`config.mk`:
```
export PLATFORM = sky130hd
export DESIGN_NAME = skrf_ctrl
export DESIGN_NICKNAME = d
export VERILOG_FILES = /design/src/design/skrf_pkg.sv /design/src/design/skrf_ctrl.sv
export SDC_FILE = /design/constraint.sdc
export NUM_CORES = 1
export LEC_CHECK = 0
export BUFFER_PORTS_ARGS = -buffer_cell sky130_fd_sc_hd__clkbuf_2
export CORE_AREA = 2 2 39 41
export CTS_BUF_LIST = sky130_fd_sc_hd__clkbuf_8 sky130_fd_sc_hd__clkbuf_16
export DETAILED_ROUTE_END_ITERATION = 8
export DIE_AREA = 0 0 41 43
export SYNTH_ARGS = -nofsm -noshare
export SYNTH_HDL_FRONTEND = slang
export SYNTH_SLANG_ARGS = --single-unit
export TNS_END_PERCENT = 10
```
`constraint.sdc`:
```
create_clock -name clk -period 5.1 [get_ports clk]
set_clock_uncertainty 0.2 [all_clocks]
set_input_delay 0.255 -clock clk [delete_from_list [all_inputs] [get_ports clk]]
set_output_delay 0.255 -clock clk [all_outputs]
set_load 0.05 [all_outputs]
```
`src/design/skrf_pkg.sv`:
```
package skrf_pkg;

	// field widths and number format
	localparam int FRACTION_BITS = 16;
	localparam int RATE_W = 24;
	localparam int VAR_W = 32;
	localparam int DVR_W = VAR_W + 1;
	localparam int PROD_W = 2 * VAR_W;
	localparam int ACC_W = RATE_W + DVR_W + 1;
	localparam int CNT_W = $clog2(VAR_W + 1);
	localparam int CFG_IDX_W = 2;

	// rate limits
	localparam logic signed [RATE_W-1:0] RATE_MAX = {1'b0, {(RATE_W-1){1'b1}}};
	localparam logic signed [RATE_W-1:0] RATE_MIN = {1'b1, {(RATE_W-1){1'b0}}};

	// register reset values, saturated to the variance width
	localparam logic [63:0] MOTION_WIDE = 64'd4 << FRACTION_BITS;
	localparam logic [63:0] START_WIDE = 64'd1000 << FRACTION_BITS;
	localparam logic [VAR_W-1:0] MOTION_RESET =
		(MOTION_WIDE > {32'd0, {VAR_W{1'b1}}}) ? {VAR_W{1'b1}} : MOTION_WIDE[VAR_W-1:0];
	localparam logic [VAR_W-1:0] SENSOR_RESET = VAR_W'(64'd1 << (FRACTION_BITS - 1));
	localparam logic [VAR_W-1:0] START_RESET =
		(START_WIDE > {32'd0, {VAR_W{1'b1}}}) ? {VAR_W{1'b1}} : START_WIDE[VAR_W-1:0];

	// register indexes
	localparam logic [CFG_IDX_W-1:0] REG_MOTION_NOISE = 2'd0;
	localparam logic [CFG_IDX_W-1:0] REG_SENSOR_NOISE = 2'd1;
	localparam logic [CFG_IDX_W-1:0] REG_START_VAR = 2'd2;

	// input command codes
	localparam logic CMD_GYRO = 1'b0;
	localparam logic CMD_ENCODER = 1'b1;

	// controller to datapath commands
	typedef struct packed {
		logic accept;
		logic predict;
		logic mul_mean;
		logic mul_gyro;
		logic mul_var;
		logic div_mean_start;
		logic div_var_start;
		logic take_mean;
		logic take_var;
		logic zero_var;
		logic load_out;
	} skrf_cmd_t;

	// datapath to controller status
	typedef struct packed {
		logic first;
		logic d_zero;
		logic div_busy;
		logic out_full;
	} skrf_status_t;

endpackage

```
`src/design/skrf_ctrl.sv`:
```
module skrf_ctrl (
	input  logic                   clk,
	input  logic                   arst_n,
	input  logic                   in_valid,
	input  logic                   in_command,
	output logic                   in_ready,
	input  skrf_pkg::skrf_status_t status,
	output skrf_pkg::skrf_cmd_t    cmd
);
	import skrf_pkg::*;

	typedef enum logic [3:0] {
		S_IDLE,
		S_PREDICT,
		S_CHECK,
		S_MUL_MEAN,
		S_MUL_GYRO,
		S_MUL_VAR,
		S_DIV_MEAN_LOAD,
		S_DIV_MEAN,
		S_DIV_VAR_LOAD,
		S_DIV_VAR,
		S_TAKE_VAR,
		S_ZERO,
		S_OUT
	} state_t;

	state_t state_q;

	// step commands decoded from the state
	always_comb begin
		cmd = '0;
		in_ready = (state_q == S_IDLE);
		unique case (state_q)
			S_IDLE: cmd.accept = in_valid;
			S_PREDICT: cmd.predict = 1'b1;
			S_MUL_MEAN: cmd.mul_mean = 1'b1;
			S_MUL_GYRO: cmd.mul_gyro = 1'b1;
			S_MUL_VAR: cmd.mul_var = 1'b1;
			S_DIV_MEAN_LOAD: cmd.div_mean_start = 1'b1;
			S_DIV_VAR_LOAD: begin
				cmd.take_mean = 1'b1;
				cmd.div_var_start = 1'b1;
			end
			S_TAKE_VAR: cmd.take_var = 1'b1;
			S_ZERO: cmd.zero_var = 1'b1;
			S_OUT: cmd.load_out = !status.out_full;
			default: ;
		endcase
	end

	// sequencer
	always_ff @(posedge clk or negedge arst_n) begin
		if (!arst_n) begin
			state_q <= S_IDLE;
		end else begin
			unique case (state_q)
				S_IDLE: begin
					if (in_valid && (in_command == CMD_ENCODER) && !status.first) begin
						state_q <= S_PREDICT;
					end
				end
				S_PREDICT: state_q <= S_CHECK;
				S_CHECK: state_q <= status.d_zero ? S_ZERO : S_MUL_MEAN;
				S_MUL_MEAN: state_q <= S_MUL_GYRO;
				S_MUL_GYRO: state_q <= S_MUL_VAR;
				S_MUL_VAR: state_q <= S_DIV_MEAN_LOAD;
				S_DIV_MEAN_LOAD: state_q <= S_DIV_MEAN;
				S_DIV_MEAN: begin
					if (!status.div_busy) begin
						state_q <= S_DIV_VAR_LOAD;
					end
				end
				S_DIV_VAR_LOAD: state_q <= S_DIV_VAR;
				S_DIV_VAR: begin
					if (!status.div_busy) begin
						state_q <= S_TAKE_VAR;
					end
				end
				S_TAKE_VAR: state_q <= S_OUT;
				S_ZERO: state_q <= S_OUT;
				S_OUT: begin
					if (!status.out_full) begin
						state_q <= S_IDLE;
					end
				end
				default: state_q <= S_IDLE;
			endcase
		end
	end

	// divider is never left running while waiting for an item
	a_idle_div: assert property (@(posedge clk) disable iff (!arst_n)
		(state_q == S_IDLE) |-> !status.div_busy)
		else $error("divider busy in idle");

	// a result is never loaded over one still waiting
	a_no_overwrite: assert property (@(posedge clk) disable iff (!arst_n)
		cmd.load_out |-> !status.out_full)
		else $error("output register overwritten");

	// the divider picks up every start
	a_div_start: assert property (@(posedge clk) disable iff (!arst_n)
		(cmd.div_mean_start || cmd.div_var_start) |=> status.div_busy)
		else $error("divider did not start");

endmodule

```
======== Word-level counts from Yosys, hierarchy flattened ========
Index checks and enable logic that the tools add are counted.
W data, S select, Z words.
storage, ports and cells
  flip-flop bits (word level) ............. 4
  input bits .............................. 8
  output and inout port bits .............. 12
  word-level logic and storage cells ...... 40
operators by class
  eq/ne operators ......................... 16
  multiplexer cells ....................... 16
  reductions and logical operators ........ 7
operator list
  operator              number
  $pmux W4 S12          1
  $eq A4 B4 Y1 const B  5
  $mux W4               5
  $eq A4 B3 Y1 const B  4
  $mux W1               9
  $eq A4 B2 Y1 const B  2
  $ne A2 B2 Y1 const B  3
  $eq A4 B1 Y1 const B  1
  $logic_not A4 Y1      1
  $reduce_and A4 Y1     1
  $logic_and A1 B1 Y1   2
  $logic_not A1 Y1      2
  $mux W2               1
  $ne A2 B1 Y1 const B  1
  $reduce_or A2 Y1      1

======== Logic depth before layout (Yosys ltp) ========
  word-level depth ........................ 4
  depth in mapped cells ................... 5
  gate-level depth less buffers ........... 4

======== Worst setup path before layout ========
Ideal clock, no wire load.
  kind .................................... flip-flop to output port
  start ................................... reg state_q[2]
  end ..................................... out cmd[4] in the netlist's numbering
  arrival ................................. 2.406 ns
  data required time ...................... 4.645 ns
  path slack .............................. 2.239 ns
  stages on the path, launching flop included .. 5
  path buffers ............................ 2
  cell sequence ........................... dfrtp_1 clkbuf_1 or2b_2 nor3_1 buf_4
RTL lines
  item                    RTL line         source
  from (decl)             skrf_ctrl.sv:28  state_t state_q;
  from (signal assigned)  skrf_ctrl.sv:64  S_CHECK: state_q <= status.d_zero ? S_ZERO : S_MUL_MEAN;
  to (decl)               skrf_ctrl.sv:8   output skrf_pkg::skrf_cmd_t cmd

==> results_tabular.tex <==
\begin{tabular}{lr}
\hline
Metric & Value \\
\hline
\multicolumn{2}{l}{\textbf{Outcome}} \\
\quad Status & finished, final reports clean \\
\multicolumn{2}{l}{\textbf{Power}} \\
\quad Overall power of the completed layout & 399 uW \\
\quad Power per standard cell area & 749 mW/mm2 \\
\quad Maximum VDD drop & 0.240 mV \\
\quad Leakage power total & 0.000261 uW \\
\multicolumn{2}{l}{\textbf{Worst setup path}} \\
\quad Critical path launch point type & flip-flop \\
\quad Highest fanout seen on the critical path & 16 \\
\quad Nature of the critical path endpoint & primary output \\
\quad Required time reported for the critical path endpoint & 4.64 ns \\
\quad CP Class & reg -> out \\
\quad Data arrival time of the worst path & 1.70 ns \\
\multicolumn{2}{l}{\textbf{CTS}} \\
\quad CTS H-Tree Depth & 1 \\
\quad CTS tree & done \\
\quad Number of buffers inserted for hold repair after clock tree synthesis & 1 \\
\quad CTS max path bufs & 2 \\
\quad Clock root cell & sky130\_fd\_sc\_hd\_\_clkbuf\_8 \\
\quad Post-CTS Repair Setup Buffers & 0 \\
\quad Total clock sinks & 4 \\
\quad CTS buffer count & 3 \\
\quad Clk slew on worst S/H paths & 0.03 ns \\
\quad Post-cts resize count & 0 \\
\quad Worst skew pair latency & 0.22 ns \\
\multicolumn{2}{l}{\textbf{Cells and area}} \\
\quad Share of layout cells above drive strength 1 & 39.1\% \\
\quad Antenna diodes & 0 \\
\quad Largest regs & state\_q (4) \\
\quad Area grow syn2layout & 34.4\% \\
\quad Layout Nets & 79 \\
\quad Layout Cell Area excl Fill & 533 um2 \\
\quad Final core utilization & 38.5\% \\
\quad Flip-flop count of the largest register, all copies and words added & 4 \\
\quad Register name with the most flops & state\_q \\
\quad Final-layout fill cell count & 159 \\
\multicolumn{2}{l}{\textbf{Placement}} \\
\quad Total half-perimeter wirelength after legalization and detailed placement & 637 um \\
\quad Standard cell area after detailed placement & 482 um2 \\
\quad Number of buffers added on ports & 19 \\
\quad RePlAce Congestion & 0.738 \\
\multicolumn{2}{l}{\textbf{Timing}} \\
\quad Final number of hold-violating endpoints & 0 \\
\quad Fmax & 464 MHz \\
\quad Fin Hold WS & 0.179 ns \\
\quad Share of the cycle needed by the critical path after routing & 42.3\% \\
\quad Setup violators final & 0 \\
\quad Setup TNS & 0 ns \\
\quad Max-slew headroom & 69.9\% \\
\quad Post-route minimum period & 2.16 ns \\
\quad Max-slew violations & 0 \\
\quad RSZ-0062 raised after global routing & false \\
\quad Actual transition at the worst max-transition pin & 0.451 ns \\
\multicolumn{2}{l}{\textbf{Floorplan}} \\
\quad \# rows & 14 \\
\quad Chip Width & 41 um \\
\quad Initial Utilization & 28.7\% \\
\quad Total Die Area & 0.00176 mm2 \\
\quad CORE AREA & 0.00138 mm2 \\
\quad Num ports & 20 \\
\quad Die Y & 43 um \\
\multicolumn{2}{l}{\textbf{Logic synthesis}} \\
\quad Synth top area share & 25.2\% \\
\quad Cells after synthesis & 51 \\
\quad Main combinational cell family by area after synthesis & simple AND/OR/NAND/NOR gates \\
\quad Flop and latch count out of synthesis & 4 \\
\quad Post-synthesis average cell area & 7.78 um2 \\
\quad Biggest area consumer among synthesized cells & sky130\_fd\_sc\_hd\_\_dfrtp\_1 \\
\quad Post-synthesis net count & 59 \\
\quad Synth top area cells & sky130\_fd\_sc\_hd\_\_dfrtp\_1, sky130\_fd\_sc\_hd\_\_nor3\_1, sky130\_fd\_sc\_hd\_\_mux2\_4 \\
\quad Part of the Yosys area used for sequential elements & 25.2\% \\
\quad Syn Std Cell Area & 397 um2 \\
\quad Number of different library cells in the post-synthesis netlist & 24 \\
\quad Post-synthesis simple-gate area fraction & 38.2\% \\
\quad Synthesis Warnings & 0 \\
\quad Share of cell area taken by muxes after synthesis & 7.57\% \\
\quad Adder and majority gate portion of the synthesized area & 0\% \\
\quad Synthesized-area fraction occupied by ao, oa, aoi and oai cells & 20.5\% \\
\quad Xor and xnor area share after synthesis & 0\% \\
\multicolumn{2}{l}{\textbf{Routing}} \\
\quad Average via count per standard cell & 4.85 \\
\quad Initial drt markers & 10 \\
\quad Total wirelength of the detailed-routed design & 914 um \\
\quad First-pass detailed-route iteration total & 4 \\
\quad Via count & 412 \\
\quad Post-route antenna net violation count & 0 \\
\quad Average detailed-routed wire length per instance & 10.8 um \\
\quad Post-route DRC violation count & 0 \\
\multicolumn{2}{l}{\textbf{Global routing}} \\
\quad Gr usage total & 12.6\% \\
\quad Number of global-route vias before repair & 323 \\
\quad Largest net degree at the start of global routing & 17 \\
\quad Total congestion overflow after global routing & 0 \\
\quad First-pass GRT wire length & 1460 um \\
\quad Initial antenna violation count & 0 \\
\multicolumn{2}{l}{\textbf{Job}} \\
\quad Count of max-cap constraint violations & 0 \\
\multicolumn{2}{l}{\textbf{Worst hold path}} \\
\quad Class of the most critical hold timing path & in -> async \\
\hline
\end{tabular}
[metrics by stage]
stage | instances | setup WS, ns
final | 85 | 2.94
after global routing | 85 | 2.80
after CTS | 85 | 2.95
after detailed placement | 81 | 3.18
after global placement | 81 | 3.21
after floorplan | 51 | 2.24
[cell families after synthesis]
group / count (synthesis)
flops: 4
mux: 2
simple gates: 27
compound gates: 12
buf+inv: 6
[metal layers]
| layer | up-vias | part of all wire (%) | global-route usage, % |
|---|---|---|---|
| met2 | 14 | 40 | 15.0 |
| met1 | 177 | 49 | 17.0 |
| met3 | 4 | 8.3 | 6.28 |
| li1 | 217 | - | - |
| met5 | - | 0 | 0 |
| met4 | 0 | 2.5 | 8.00 |
[power breakdown]
group / internal (uW) / total [uW] / switching, uW
clock network: 50.3 / 66.8 / 16.5
logic: 86.8 / 232 / 145
registers: 46.9 / 101 / 54.1
total: 184 / 399 / 215
[final cells by class]
class,instances,area [um2],area share (%)
Multi-Input combinational cell,41,263,49.3
Timing Repair Buffer,20,105,19.7
Sequential cell,4,100,18.8
Clock buffer,3,41.3,7.75
Tap cell,16,20.0,3.76
Inverter,1,3.75,0.704
[synth_stat cells]
| library cell | count |
|---|---|
| sky130_fd_sc_hd__nor2_1 | 4 |
| sky130_fd_sc_hd__o21a_1 | 2 |
| sky130_fd_sc_hd__and3b_1 | 1 |
| sky130_fd_sc_hd__nor3b_1 | 1 |
| sky130_fd_sc_hd__nor4_2 | 1 |
| sky130_fd_sc_hd__or2b_2 | 1 |
| sky130_fd_sc_hd__a221o_2 | 1 |
| sky130_fd_sc_hd__dfrtp_1 | 4 |
| sky130_fd_sc_hd__o21ai_1 | 1 |
| sky130_fd_sc_hd__o21bai_1 | 1 |
| sky130_fd_sc_hd__o22a_1 | 1 |
| sky130_fd_sc_hd__o21ai_0 | 4 |
| sky130_fd_sc_hd__nor3_1 | 6 |
| sky130_fd_sc_hd__buf_4 | 3 |
| sky130_fd_sc_hd__and2_1 | 2 |
| sky130_fd_sc_hd__inv_1 | 1 |
| sky130_fd_sc_hd__nand2_1 | 6 |
| sky130_fd_sc_hd__o2bb2ai_1 | 1 |
| sky130_fd_sc_hd__clkbuf_1 | 2 |
| sky130_fd_sc_hd__a21oi_1 | 1 |
| sky130_fd_sc_hd__nor4_1 | 1 |
| sky130_fd_sc_hd__or3b_1 | 1 |
| sky130_fd_sc_hd__mux2_4 | 2 |
| sky130_fd_sc_hd__nand2b_1 | 3 |
[critical path, stage by stage (launching register included)]
cell	delay [ns]
sky130_fd_sc_hd__dfrtp_1	0.61
sky130_fd_sc_hd__or2b_2	0.37
sky130_fd_sc_hd__nor3_1	0.18
sky130_fd_sc_hd__clkbuf_2	0.32
[layout by cell type, fill, tap and decap left out, types with 2 or more instances in the layout]
| master | n |
|---|---|
| sky130_fd_sc_hd__dfrtp_1 | 4 |
| sky130_fd_sc_hd__nor3_1 | 6 |
| sky130_fd_sc_hd__and2_1 | 2 |
| sky130_fd_sc_hd__nand2b_1 | 3 |
| sky130_fd_sc_hd__mux2_4 | 2 |
| sky130_fd_sc_hd__o21ai_0 | 4 |
| sky130_fd_sc_hd__clkbuf_8 | 3 |
| sky130_fd_sc_hd__clkbuf_2 | 19 |
| sky130_fd_sc_hd__nor2_1 | 4 |
| sky130_fd_sc_hd__nand2_1 | 6 |
| sky130_fd_sc_hd__o21a_1 | 2 |
[worst paths after layout]
path                       startpoint         end  slack, ns  cells past startpoint
max                        state_q[3]      cmd[4]       2.94                      3
min                            arst_n  state_q[3]       0.18                      2
max reg2reg                state_q[3]  state_q[1]       3.16                      4
min reg2reg                state_q[0]  state_q[0]       0.53                      1
max in group asynchronous      arst_n  state_q[1]       4.39                      2
min in group clk            status[3]  state_q[0]       0.20                      4
(Power assumes the default switching activity.)
